$ cat config.mk
export PLATFORM = sky130hd
export DESIGN_NAME = decimal_stream_summer
export DESIGN_NICKNAME = d
export VERILOG_FILES = /design/src/rtl/dss_pkg.sv /design/src/rtl/dss_front.sv /design/src/rtl/dss_queue.sv /design/src/rtl/dss_back.sv /design/src/rtl/decimal_stream_summer.sv
export SDC_FILE = /design/constraint.sdc
export NUM_CORES = 1
export LEC_CHECK = 0
export BUFFER_PORTS_ARGS = -buffer_cell sky130_fd_sc_hd__buf_2
export CAP_MARGIN = 20
export CORE_UTILIZATION = 50
export CTS_BUF_LIST = sky130_fd_sc_hd__clkbuf_8
export CTS_CLUSTER_DIAMETER = 150
export CTS_CLUSTER_SIZE = 14
export DETAILED_ROUTE_END_ITERATION = 8
export PLACE_DENSITY_LB_ADDON = 0.2
export SLEW_MARGIN = 15
export SYNTH_ARGS = -nofsm -noshare
export SYNTH_HDL_FRONTEND = slang
export SYNTH_SLANG_ARGS = --single-unit
$ cat constraint.sdc
create_clock -name clk -period 9.4 [get_ports clk]
set_input_delay 1.88 -clock clk [delete_from_list [all_inputs] [get_ports clk]]
set_output_delay 1.88 -clock clk [all_outputs]
set_load 0.05 [all_outputs]
$ cat src/rtl/dss_pkg.sv
// ----------------------------------------------------------------------------
// dss_pkg: shared types and constants for the decimal stream summer
// Operation codes, queue sizing and the widths of the sum and its decimal form.
// ----------------------------------------------------------------------------
package dss_pkg;

  // Width of the running sum and of the number being built
  localparam int VALUE_WIDTH = 32;
  // Decimal digits needed for 2^VALUE_WIDTH - 1 (1233/4096 ~ log10(2))
  localparam int NUM_DIGITS  = ((VALUE_WIDTH * 1233) >> 12) + 1;
  localparam int BCD_W       = 4 * NUM_DIGITS;
  localparam int CNT_W       = $clog2(VALUE_WIDTH);
  localparam int IDX_W       = (NUM_DIGITS > 1) ? $clog2(NUM_DIGITS) : 1;

  // Command queue between front and back
  localparam int QDEPTH = 4;
  localparam int Q_AW   = $clog2(QDEPTH);

  // Input function codes
  localparam logic [1:0] FUNC_DATA = 2'd0;
  localparam logic [1:0] FUNC_EOW  = 2'd1;
  localparam logic [1:0] FUNC_READ = 2'd2;

  // Characters
  localparam logic [7:0] CH_ZERO  = 8'h30;
  localparam logic [7:0] CH_NINE  = 8'h39;
  localparam logic [7:0] CH_MINUS = 8'h2d;
  localparam logic [7:0] CH_SPACE = 8'h20;
  localparam logic [7:0] CH_NL    = 8'h0a;
  localparam logic [7:0] CH_NUL   = 8'h00;

  typedef enum logic [2:0] {
    OP_DIGIT,
    OP_MINUS,
    OP_SEP,
    OP_BAD,
    OP_EOW,
    OP_READ
  } op_t;

  typedef struct packed {
    op_t        op;
    logic [3:0] digit;
  } cmd_t;

  typedef enum logic [1:0] {
    B_IDLE,
    B_CONV,
    B_SIGN,
    B_DIGITS
  } bstate_t;

endpackage

$ cat src/rtl/dss_front.sv
// ----------------------------------------------------------------------------
// dss_front: input classifier
// Turns each accepted transaction with a defined function code into a command for the back end.
// ----------------------------------------------------------------------------
module dss_front (
  input  logic              push,
  input  logic              q_full,
  input  logic [1:0]        func,
  input  logic [7:0]        byte_in,
  output logic              q_push,
  output dss_pkg::cmd_t     cmd
);

  logic accept;
  assign accept = push && !q_full;

  always_comb begin
    cmd.digit = byte_in[3:0];
    cmd.op    = dss_pkg::OP_BAD;
    q_push    = 1'b0;
    unique case (func)
      dss_pkg::FUNC_DATA: begin
        q_push = accept;
        if (byte_in == dss_pkg::CH_MINUS) begin
          cmd.op = dss_pkg::OP_MINUS;
        end else if (byte_in >= dss_pkg::CH_ZERO && byte_in <= dss_pkg::CH_NINE) begin
          cmd.op = dss_pkg::OP_DIGIT;
        end else if (byte_in == dss_pkg::CH_NUL || byte_in == dss_pkg::CH_SPACE ||
                     byte_in == dss_pkg::CH_NL) begin
          cmd.op = dss_pkg::OP_SEP;
        end else begin
          cmd.op = dss_pkg::OP_BAD;
        end
      end
      dss_pkg::FUNC_EOW: begin
        q_push = accept;
        cmd.op = dss_pkg::OP_EOW;
      end
      dss_pkg::FUNC_READ: begin
        q_push = accept;
        cmd.op = dss_pkg::OP_READ;
      end
      default: begin
        // undefined function: drop
        q_push = 1'b0;
      end
    endcase
  end

endmodule

$ cat src/rtl/dss_queue.sv
// ----------------------------------------------------------------------------
// dss_queue: command queue
// Small first-in first-out store between the classifier and the back end.
// ----------------------------------------------------------------------------
module dss_queue (
  input  logic              clk,
  input  logic              rst,
  input  logic              wr,
  input  dss_pkg::cmd_t     wr_cmd,
  input  logic              rd,
  output dss_pkg::cmd_t     rd_cmd,
  output logic              q_full,
  output logic              q_empty
);

  dss_pkg::cmd_t          mem [dss_pkg::QDEPTH];
  logic [dss_pkg::Q_AW-1:0] wptr;
  logic [dss_pkg::Q_AW-1:0] rptr;
  logic [dss_pkg::Q_AW:0]   count;

  assign q_full  = (count == (dss_pkg::Q_AW+1)'(dss_pkg::QDEPTH));
  assign q_empty = (count == '0);
  assign rd_cmd  = mem[rptr];

  always_ff @(posedge clk) begin
    if (wr) begin
      mem[wptr] <= wr_cmd;
    end
  end

  always_ff @(posedge clk) begin
    if (rst) begin
      wptr  <= '0;
      rptr  <= '0;
      count <= '0;
    end else begin
      if (wr) begin
        wptr <= wptr + 1'b1;
      end
      if (rd) begin
        rptr <= rptr + 1'b1;
      end
      if (wr && !rd) begin
        count <= count + 1'b1;
      end else if (rd && !wr) begin
        count <= count - 1'b1;
      end
    end
  end

endmodule

$ cat src/rtl/dss_back.sv
// ----------------------------------------------------------------------------
// dss_back: parser state, accumulator and decimal formatter
// Executes queued commands; converts the sum by shift-and-add-3 on reads that return it.
// ----------------------------------------------------------------------------
module dss_back (
  input  logic              clk,
  input  logic              rst,
  input  logic              q_empty,
  input  dss_pkg::cmd_t     q_cmd,
  output logic              q_pop,
  input  logic              pop,
  output logic              empty,
  output logic [7:0]        out_char,
  output logic              last,
  output logic              empty_res
);

  localparam int W = dss_pkg::VALUE_WIDTH;
  localparam int B = dss_pkg::BCD_W;

  dss_pkg::bstate_t state, state_next;

  logic [W-1:0] running_sum, running_sum_next;
  logic [W-1:0] number_value, number_value_next;
  logic         negative_flag, negative_flag_next;
  logic         in_number, in_number_next;
  logic         discarding, discarding_next;
  logic         already_sent, already_sent_next;

  logic [W-1:0]              mag, mag_next;
  logic [B-1:0]              bcd, bcd_next;
  logic                      sum_neg, sum_neg_next;
  logic [dss_pkg::CNT_W-1:0] cnt, cnt_next;
  logic [dss_pkg::IDX_W-1:0] idx, idx_next;
  logic                      started, started_next;

  logic       out_valid, out_valid_next;
  logic [7:0] out_char_next;
  logic       last_next, empty_res_next;

  logic         out_free;
  logic [W-1:0] addend;
  logic [W-1:0] sum_closed;
  logic [W-1:0] digit_acc;
  logic [B-1:0] bcd_adj;
  logic [3:0]   top_digit;
  logic         last_digit;

  assign empty    = !out_valid;
  assign out_free = !out_valid || pop;

  // Value added when the current number closes
  assign addend     = negative_flag ? (~number_value + 1'b1) : number_value;
  assign sum_closed = running_sum + addend;
  assign digit_acc  = (number_value << 3) + (number_value << 1) + W'(q_cmd.digit);

  // Add 3 to every BCD digit of five or more before the shift
  always_comb begin
    for (int i = 0; i < dss_pkg::NUM_DIGITS; i++) begin
      bcd_adj[4*i +: 4] = (bcd[4*i +: 4] >= 4'd5) ? bcd[4*i +: 4] + 4'd3 : bcd[4*i +: 4];
    end
  end

  assign top_digit  = bcd[B-1 -: 4];
  assign last_digit = (idx == '0);

  always_ff @(posedge clk) begin
    if (rst) begin
      state         <= dss_pkg::B_IDLE;
      running_sum   <= '0;
      number_value  <= '0;
      negative_flag <= 1'b0;
      in_number     <= 1'b0;
      discarding    <= 1'b0;
      already_sent  <= 1'b0;
      out_valid     <= 1'b0;
    end else begin
      state         <= state_next;
      running_sum   <= running_sum_next;
      number_value  <= number_value_next;
      negative_flag <= negative_flag_next;
      in_number     <= in_number_next;
      discarding    <= discarding_next;
      already_sent  <= already_sent_next;
      out_valid     <= out_valid_next;
    end
  end

  always_ff @(posedge clk) begin
    mag       <= mag_next;
    bcd       <= bcd_next;
    sum_neg   <= sum_neg_next;
    cnt       <= cnt_next;
    idx       <= idx_next;
    started   <= started_next;
    out_char  <= out_char_next;
    last      <= last_next;
    empty_res <= empty_res_next;
  end

  always_comb begin
    state_next         = state;
    running_sum_next   = running_sum;
    number_value_next  = number_value;
    negative_flag_next = negative_flag;
    in_number_next     = in_number;
    discarding_next    = discarding;
    already_sent_next  = already_sent;
    mag_next           = mag;
    bcd_next           = bcd;
    sum_neg_next       = sum_neg;
    cnt_next           = cnt;
    idx_next           = idx;
    started_next       = started;
    out_valid_next     = out_valid && !pop;
    out_char_next      = out_char;
    last_next          = last;
    empty_res_next     = empty_res;
    q_pop              = 1'b0;

    unique case (state)
      dss_pkg::B_IDLE: begin
        if (!q_empty) begin
          unique case (q_cmd.op)
            dss_pkg::OP_READ: begin
              if (already_sent) begin
                if (out_free) begin
                  q_pop             = 1'b1;
                  already_sent_next = 1'b0;
                  out_valid_next    = 1'b1;
                  out_char_next     = 8'h00;
                  last_next         = 1'b1;
                  empty_res_next    = 1'b1;
                end
              end else begin
                q_pop        = 1'b1;
                sum_neg_next = running_sum[W-1];
                mag_next     = running_sum[W-1] ? (~running_sum + 1'b1) : running_sum;
                bcd_next     = '0;
                cnt_next     = '0;
                state_next   = dss_pkg::B_CONV;
              end
            end
            dss_pkg::OP_EOW: begin
              q_pop              = 1'b1;
              running_sum_next   = sum_closed;
              number_value_next  = '0;
              negative_flag_next = 1'b0;
              in_number_next     = 1'b0;
              discarding_next    = 1'b0;
            end
            dss_pkg::OP_SEP: begin
              q_pop = 1'b1;
              if (!discarding) begin
                running_sum_next   = sum_closed;
                number_value_next  = '0;
                negative_flag_next = 1'b0;
                in_number_next     = 1'b0;
              end
            end
            dss_pkg::OP_DIGIT: begin
              q_pop = 1'b1;
              if (!discarding) begin
                number_value_next = digit_acc;
                in_number_next    = 1'b1;
              end
            end
            dss_pkg::OP_MINUS: begin
              q_pop = 1'b1;
              if (!discarding) begin
                if (!in_number) begin
                  negative_flag_next = 1'b1;
                  in_number_next     = 1'b1;
                end else begin
                  // minus inside a number: treat as a bad byte
                  number_value_next  = '0;
                  negative_flag_next = 1'b0;
                  in_number_next     = 1'b0;
                  discarding_next    = 1'b1;
                end
              end
            end
            default: begin
              // bad byte: clear the number, drop the rest of the write
              q_pop = 1'b1;
              if (!discarding) begin
                number_value_next  = '0;
                negative_flag_next = 1'b0;
                in_number_next     = 1'b0;
                discarding_next    = 1'b1;
              end
            end
          endcase
        end
      end

      dss_pkg::B_CONV: begin
        bcd_next = {bcd_adj[B-2:0], mag[W-1]};
        mag_next = {mag[W-2:0], 1'b0};
        cnt_next = cnt + 1'b1;
        if (cnt == dss_pkg::CNT_W'(W - 1)) begin
          idx_next     = dss_pkg::IDX_W'(dss_pkg::NUM_DIGITS - 1);
          started_next = 1'b0;
          state_next   = sum_neg ? dss_pkg::B_SIGN : dss_pkg::B_DIGITS;
        end
      end

      dss_pkg::B_SIGN: begin
        if (out_free) begin
          out_valid_next = 1'b1;
          out_char_next  = dss_pkg::CH_MINUS;
          last_next      = 1'b0;
          empty_res_next = 1'b0;
          state_next     = dss_pkg::B_DIGITS;
        end
      end

      dss_pkg::B_DIGITS: begin
        if (top_digit != 4'd0 || started || last_digit) begin
          if (out_free) begin
            out_valid_next = 1'b1;
            out_char_next  = dss_pkg::CH_ZERO | {4'd0, top_digit};
            last_next      = last_digit;
            empty_res_next = 1'b0;
            started_next   = 1'b1;
            bcd_next       = {bcd[B-5:0], 4'd0};
            if (last_digit) begin
              already_sent_next = 1'b1;
              state_next        = dss_pkg::B_IDLE;
            end else begin
              idx_next = idx - 1'b1;
            end
          end
        end else begin
          // skip a leading zero
          bcd_next = {bcd[B-5:0], 4'd0};
          idx_next = idx - 1'b1;
        end
      end

      default: begin
        state_next = dss_pkg::B_IDLE;
      end
    endcase
  end

endmodule

$ cat src/rtl/decimal_stream_summer.sv
// ----------------------------------------------------------------------------
// decimal_stream_summer: ASCII decimal parser with running sum and formatter
// Sums signed decimal integers carried in write bytes; a read returns the sum
// as ASCII characters, and every second read returns an empty marker.
// ----------------------------------------------------------------------------
//
//  Channel  | Handshake        | Payload
//  ---------+------------------+----------------------------------
//  input    | push / full      | func[1:0], byte_in[7:0]
//  result   | empty / pop      | out_char[7:0], last, empty_res
//
//  Each write byte, end of write or read takes one transaction and one command
//  in the back end; the front classifies a byte in the same cycle it is taken.
//  A read that returns the sum takes the command, runs VALUE_WIDTH (32)
//  shift-and-add-3 steps in the converter, sends a minus sign when there is
//  one, then walks the decimal digit positions (ten, leading zeros skipped),
//  sending each character only once the result register is free; an
//  empty-marker read also waits for a free result register.
//  A four-entry command queue lets input transactions keep arriving while a
//  read is being converted; full rises only when that queue fills.
//  Reset (rst, synchronous) clears the sum, parser state, queue and the result
//  valid flag (not the result character); empty is high after reset.
//  A result not popped holds the back end at its next character, while the
//  front keeps filling the queue.
//
module decimal_stream_summer (
  input  logic       clk,
  input  logic       rst,
  input  logic       push,
  output logic       full,
  input  logic [1:0] func,
  input  logic [7:0] byte_in,
  output logic       empty,
  input  logic       pop,
  output logic [7:0] out_char,
  output logic       last,
  output logic       empty_res
);

  dss_pkg::cmd_t front_cmd;
  dss_pkg::cmd_t head_cmd;
  logic          q_push;
  logic          q_pop;
  logic          q_full;
  logic          q_empty;

  // Front: classify each incoming transaction into a command
  dss_front u_front (
    .push    (push),
    .q_full  (q_full),
    .func    (func),
    .byte_in (byte_in),
    .q_push  (q_push),
    .cmd     (front_cmd)
  );

  // Hold commands until the back end is free
  dss_queue u_queue (
    .clk     (clk),
    .rst     (rst),
    .wr      (q_push),
    .wr_cmd  (front_cmd),
    .rd      (q_pop),
    .rd_cmd  (head_cmd),
    .q_full  (q_full),
    .q_empty (q_empty)
  );

  assign full = q_full;

  // Back: advance the parser, accumulate, and format the sum on reads
  dss_back u_back (
    .clk       (clk),
    .rst       (rst),
    .q_empty   (q_empty),
    .q_cmd     (head_cmd),
    .q_pop     (q_pop),
    .pop       (pop),
    .empty     (empty),
    .out_char  (out_char),
    .last      (last),
    .empty_res (empty_res)
  );

endmodule

==> results of run 1 <==
cell usage in the layout, fill, tap and decap left out, types with 10 or more instances in the layout:
master    Yosys  final
or2_2        10     10
xnor2_1      71     71
clkbuf_8      3     17
a31oi_1      12     12
nand2b_1     18     18
a21o_1       25     25
o21ai_0     142    142
nor3b_1      13     13
and2_1       12     12
edfxtp_1    119    119
and3_1       14     14
buf_2         0     23
or4_1        10     10
xor2_1       53     53
a22oi_1      19     19
inv_1        66     66
nor3_1       24     24
nand3_1      26     26
o31ai_1      20     20
nor4_1       11     10
nor2b_1      13     13
dfxtp_1      80     80
nor2_1       91     91
nand2_1     187    187
ha_1        134    133
a21oi_1     140    140
buf_4         2     10
nand4_1      16     16
through the flow:
stage	utilization, %	hold slack (ps)	area (um2)	std cells
after CTS	53.85	522.4	14550	1870
final	53.92	516.6	14570	1871
after global placement	52.40	476.2	14160	1839
after floorplan	-	459.1	13780	1522
after detailed placement	52.40	503.2	14160	1839
after global routing	53.92	551.7	14570	1871
kinds of logic after synthesis:
kind of cell,after synthesis
other cells,1
flops,199
xor+xnor,125
mux,16
fa+ha+maj,138
buf+inv,123
compound gates,453
simple gates,466
tightest hold or removal path: cells and delay by family (launching register included):
kind | cells | cell delay, ps
flops | 1 | 320
compound gates | 2 | 150
path summary, 6_finish.rpt:
| check | slack [ps] | end | start | cells past startpoint |
|---|---|---|---|---|
| worst min register to register | 520 | flop | u_queue.rptr[1]$_SDFFE_PP0P_ | 2 |
| worst min-delay path | 520 | flop | u_queue.rptr[1]$_SDFFE_PP0P_ | 2 |
| worst max-delay path | 4360 | u_back.running_sum[31]$_SDFFE_PP0P_ | u_back.number_value[3]$_SDFFE_PP0P_ | 17 |
| worst max register to register | 4360 | u_back.running_sum[31]$_SDFFE_PP0P_ | u_back.number_value[3]$_SDFFE_PP0P_ | 17 |
registers in the layout (all words and copies together), names as in the netlist, 2 cells and up, named ones only:
| signal | cells |
|---|---|
| u_queue.rptr | 2 |
| u_back.cnt | 5 |
| u_back.number_value | 32 |
| u_back.mag | 32 |
| u_back.out_char | 6 |
| u_back.running_sum | 32 |
| u_back.bcd | 40 |
| u_back.idx | 4 |
| u_queue.count | 3 |
| u_queue.wptr | 2 |
| u_queue.mem | 28 |
| u_back.state | 2 |
layer usage:
layer,global-route usage (%),vias up
li1,-,5563
met1,29.57,4950
met2,33.66,155
met3,2.915,20
met4,4.348,0
met5,0,-
power by group through the flow:
stage          combinational, uW  clock, uW  sequential [uW]
3_3_place_gp                 894          0             1260
6_report                     915        548             1240
2_1_floorplan                718          0             1240
5_1_grt                     1050        594             1270
4_1_cts                      920        566             1240
3_5_place_dp                 917          0             1260
final cells by class:
class | instances | area, um2 | share of cell area [%]
Multi-Input combinational cell | 1200 | 8123 | 55.74
Clock inverter | 14 | 156.4 | 1.073
Timing Repair Buffer | 34 | 210.2 | 1.442
Tap cell | 341 | 426.7 | 2.928
Sequential cell | 199 | 5175 | 35.51
Inverter | 66 | 247.7 | 1.700
Clock buffer | 17 | 234.0 | 1.606
==> flow_summary.toml, run 1 <==
[layout]
area_growth_syn_to_layout_pct = 5.766
final_layout_size_suffix_gt1_share_pct = 6.471
nets = 1670
fill_cells = 2479
antenna_cells = 0

[critical_path]
crit_buf_inv = 0
slowest_stage = "or4_1"
cp_top_family = "simple AND/OR/NAND/NOR gates"
critPathMaxFanout = 7
critical_path_class = "flop to flop"
end_kind = "flop"
path_cells = "or4_1, nor3_1, nand2_1, nor4_1, nand2_1, or3_1, o41ai_1, xnor2_1, ha_1, a21oi_1, o21ai_0, a221oi_1, o21ai_0, a221oi_1, xnor2_1, or3_1, a21oi_1"
arrival_ps = 5450
cp.required_ps = 9810
cp-start-kind = "flop"
worst_path_largest_cell_delay_ps = 560

[die]
dieArea_um2 = 28220
io_pins = 26
die_y_um = 168
die_x_um = 168
start_util_pct = 50.98
core_area_um2 = 27030
row_count = 60

[power]
p_clk_share_pct = 20.3
swShare_pct = 39.42
p_leak_uw = 0.005952
power_frac_seq_pct = 45.9
power_density_nw_per_um2 = 185.6
p_int_uw = 1639
p_comb_share_pct = 33.8
vdd.ir_drop.worst_mv = 0.1117
p_sw_uw = 1067
design_power_total_uw = 2705

[job]
cap_violations = 0

[clock_network]
clock_sinks = 199
htreeDepth = 4
cts_setup_buffers = 0
cts_tree = "done"
cts-resized-gates = 0
cts_buffer_depth = 2
cts_root_buf = "clkbuf_8"
cts_buffers = 17
path_clk_slew_ps = 120
ctsHoldBuffers = 0
clock_latency_ps = 480

[synthesis]
synthArstFlopShare_pct = 0
synth-seq-area-share_pct = 37.56
yosys.area.top_type = "edfxtp_1"
synth-seq-cells = 199
synth_area_um2 = 13780
synth_compound_area_share_pct = 20.02
yosys.area_share.xor_xnor_pct = 8.000
synth-simple-area-share_pct = 16.09
synth_top_area_share_pct = 25.94
synth_area_leaders = "edfxtp_1 26%, ha_1 12%, dfxtp_1 12%"
syn_inst = 1521
synth_most_common_cell = "nand2_1"
synth_ff_type = "edfxtp_1"
yosys.area_share.adder_pct = 12.75
yosysWarnings = 0
synth_top_family_by_area = "compound AO/OA/AOI/OAI gates"
ys_types = 72
synth-edff-count = 119
synthTopCellsByCount = "187 x nand2_1, 142 x o21ai_0, 140 x a21oi_1"
synth_mux_area_share_pct = 1.816
avgSynthCellArea_um2 = 9.059

[timing]
hold_violations = 0
tightest_slew_ps = 1033
finClkSkew_ps = 28.24
relSlewSlack_pct = 31.01
finalSetupViolations = 0
rsz0062_at_grt = "false"
layout_setup_ws_ps = 4365
fmax_mhz = 198.6
period_minus_slack_ps = 5035
maxSlewViolCount = 0
setup_tns_ps = 0
fin_crit_sh_pct = 53.57

[route]
first_pass_iters = 5
wl_met1_um = 14310
routed_wl_um = 28120
drc_errors = 0
ant_nets = 0
drt-vias-per-instance = 5.712
top_layer_used = "met4"
wl_met2_um = 12780
wl_per_cell_um = 15.03
drt_iter0_drc = 766
wl_met3_um = 779
vias = 10690

[placement]
gp_congestion = 0.8616
hpwl_um = 20770
portBuffers = 23
place_ws_ps = 4409

[grt]
grt_usage_pct = 20.80
grt_pass1_wl_um = 49020
antenna_found_initial = 0
grt_start_max_net_pins = 74
grt.overflow.total = 0
grt_pass1_vias = 10230

[hold_path]
holdCritPathClass = "flop to flop"

[outcome]
run_status = "finished, final reports clean"
Note: power is estimated with default switching activity, not from simulation.
==> run 2: changes to the inputs <==
clock period = 4.4 ns   (was 9.4 ns; I/O delays follow)
==> run 2 against run 1 <==
Clock skew down 1.1 ps; routed wire length up 2.9%; power up 120%; critical endpoint unchanged; worst hold slack worse by 2.8 ps; largest power group unchanged.
==> flow_summary.toml, run 2 (same netlist as run 1, synthesis figures left out) <==
[route]
first_pass_iters = 5
wl_met1_um = 14530
ant_nets = 0
routed_wl_um = 28920
wl_met2_um = 13250
vias = 10770
drc_errors = 0
drt-vias-per-instance = 5.648
wl_met3_um = 848
wl_per_cell_um = 15.17
top_layer_used = "met4"
drt_iter0_drc = 579

[power]
p_sw_uw = 2277
vdd.ir_drop.worst_mv = 0.2336
power_frac_seq_pct = 44.8
power_density_nw_per_um2 = 394.5
p_comb_share_pct = 34.6
design_power_total_uw = 5892
p_clk_share_pct = 20.6
p_leak_uw = 0.006166
swShare_pct = 38.65
p_int_uw = 3615

[timing]
rsz0062_at_grt = "true"
tightest_slew_ps = 1016
relSlewSlack_pct = 32.15
finalSetupViolations = 0
finClkSkew_ps = 27.16
setup_tns_ps = 0
fin_crit_sh_pct = 95.19
period_minus_slack_ps = 4188
fmax_mhz = 238.8
hold_violations = 0
maxSlewViolCount = 0

[grt]
grt_start_max_net_pins = 73
grt_pass1_vias = 10360
antenna_found_initial = 0
grt_pass1_wl_um = 49180
grt_usage_pct = 21.00
grt.overflow.total = 0

[layout]
antenna_cells = 0
final_util_pct = 55.26
nets = 1705
regMostFlops = "u_back.bcd"
final_layout_size_suffix_gt1_share_pct = 9.387
fill_cells = 2458
largest_register_ffs = 40
layout_commonest_cell = "nand2_1"
final_cell_mix = "185 x nand2_1, 138 x a21oi_1, 137 x o21ai_0, 133 x ha_1, 119 x edfxtp_1"
area_growth_syn_to_layout_pct = 8.391

[clock_network]
htreeDepth = 4
cts_root_buf = "clkbuf_8"
cts_tree = "done"
ctsHoldBuffers = 0
clock_latency_ps = 470
cts_buffers = 17
path_clk_slew_ps = 120
cts_buffer_depth = 2
clock_sinks = 199

[critical_path]
critPathMaxFanout = 4
critical_path_class = "flop to flop"
slowest_stage = "or4_4"
worst_path_largest_cell_delay_ps = 560
end_kind = "flop"
arrival_ps = 4590
cp-start-kind = "flop"
ff2ff_setup_slack_ps = 210
path_cells = "or4_4, nor3_4, nand2_2, nor4_4, nand2_2, or3_4, buf_4, o31ai_2, xnor2_1, ha_1, a21o_1, a221oi_2, o21ai_1, a221oi_2, xnor2_1, or3_1, a21oi_1"
cp.required_ps = 4800

[die]
dieArea_um2 = 28220
die_y_um = 168
die_x_um = 168
start_util_pct = 50.98
row_count = 60
io_pins = 26
core_area_um2 = 27030

[hold_path]
holdCritPathClass = "flop to flop"

[placement]
gp_congestion = 0.8908
portBuffers = 23
hpwl_um = 21440

[outcome]
run_status = "finished, final reports clean"

[job]
cap_violations = 0
==> run 2: power by group through the flow <==
| stage | Combinational [uW] | Clock (uW) | Sequential [uW] |
|---|---|---|---|
| 2_1_floorplan | 1560 | 0 | 2620 |
| 3_3_place_gp | 1970 | 0 | 2670 |
| 4_1_cts | 2050 | 1250 | 2640 |
| 5_1_grt | 2310 | 1330 | 2690 |
| 6_report | 2040 | 1210 | 2640 |
| 3_5_place_dp | 2020 | 0 | 2680 |
==> run 2: cell type report <==
class	count	area, um2	share of cell area [%]
repair buffers	69	460.4	3.083
clock inverters	15	183.9	1.232
inverters	66	247.7	1.659
multi-input cells	1200	8207	54.95
well taps	341	426.7	2.857
clock buffers	17	234.0	1.567
flip-flops and latches	199	5175	34.65
==> run 2: path summary, 6_finish.rpt <==
| check | start | end | depth (start not counted) |
|---|---|---|---|
| hold / removal | u_queue.count[2]$_SDFFE_PP0P_ | u_queue.count[2]$_SDFFE_PP0P_ | 2 |
| setup reg to reg | u_back.number_value[2]$_SDFFE_PP0P_ | u_back.running_sum[31]$_SDFFE_PP0P_ | 17 |
| setup / recovery | u_back.number_value[2]$_SDFFE_PP0P_ | u_back.running_sum[31]$_SDFFE_PP0P_ | 17 |
| hold reg to reg | u_queue.count[2]$_SDFFE_PP0P_ | u_queue.count[2]$_SDFFE_PP0P_ | 2 |
==> run 2: per-layer routing <==
metal / GRT usage [%] / up-vias
met5: 0 / -
met4: 4.826 / 0
met3: 2.891 / 22
met2: 34.47 / 148
met1: 29.32 / 4985
li1: - / 5616
==> run 2: metrics by stage <==
step	hold slack (ps)	setup WS, ps	cell area (um2)	cells
CTS	511.2	41.49	14890	1907
finish	513.8	211.6	14930	1907
global route	537.8	-106.3	14930	1907
global placement	480.9	-146.5	14430	1874
detailed placement	494.0	-210.6	14430	1874
floorplan	459.1	105.0	13800	1522
==> run 2: worst max-delay path: cells and delay by family, from the launching register on <==
family,cells,cell delay [ps]
adders and majority gates,1,280
DFF,1,340
AOI/OAI and AO/OA,6,1240
xor gates and xnor gates,2,270
and+or+nand+nor,7,1840
buffers and inverters,1,150
==> run 2: timing repair <==
item	in CTS	in global routing
cloned	0	0
setup endpoints to repair	1	12
pin swaps	4	2
gates resized for setup	8	12
setup buffers	1	0
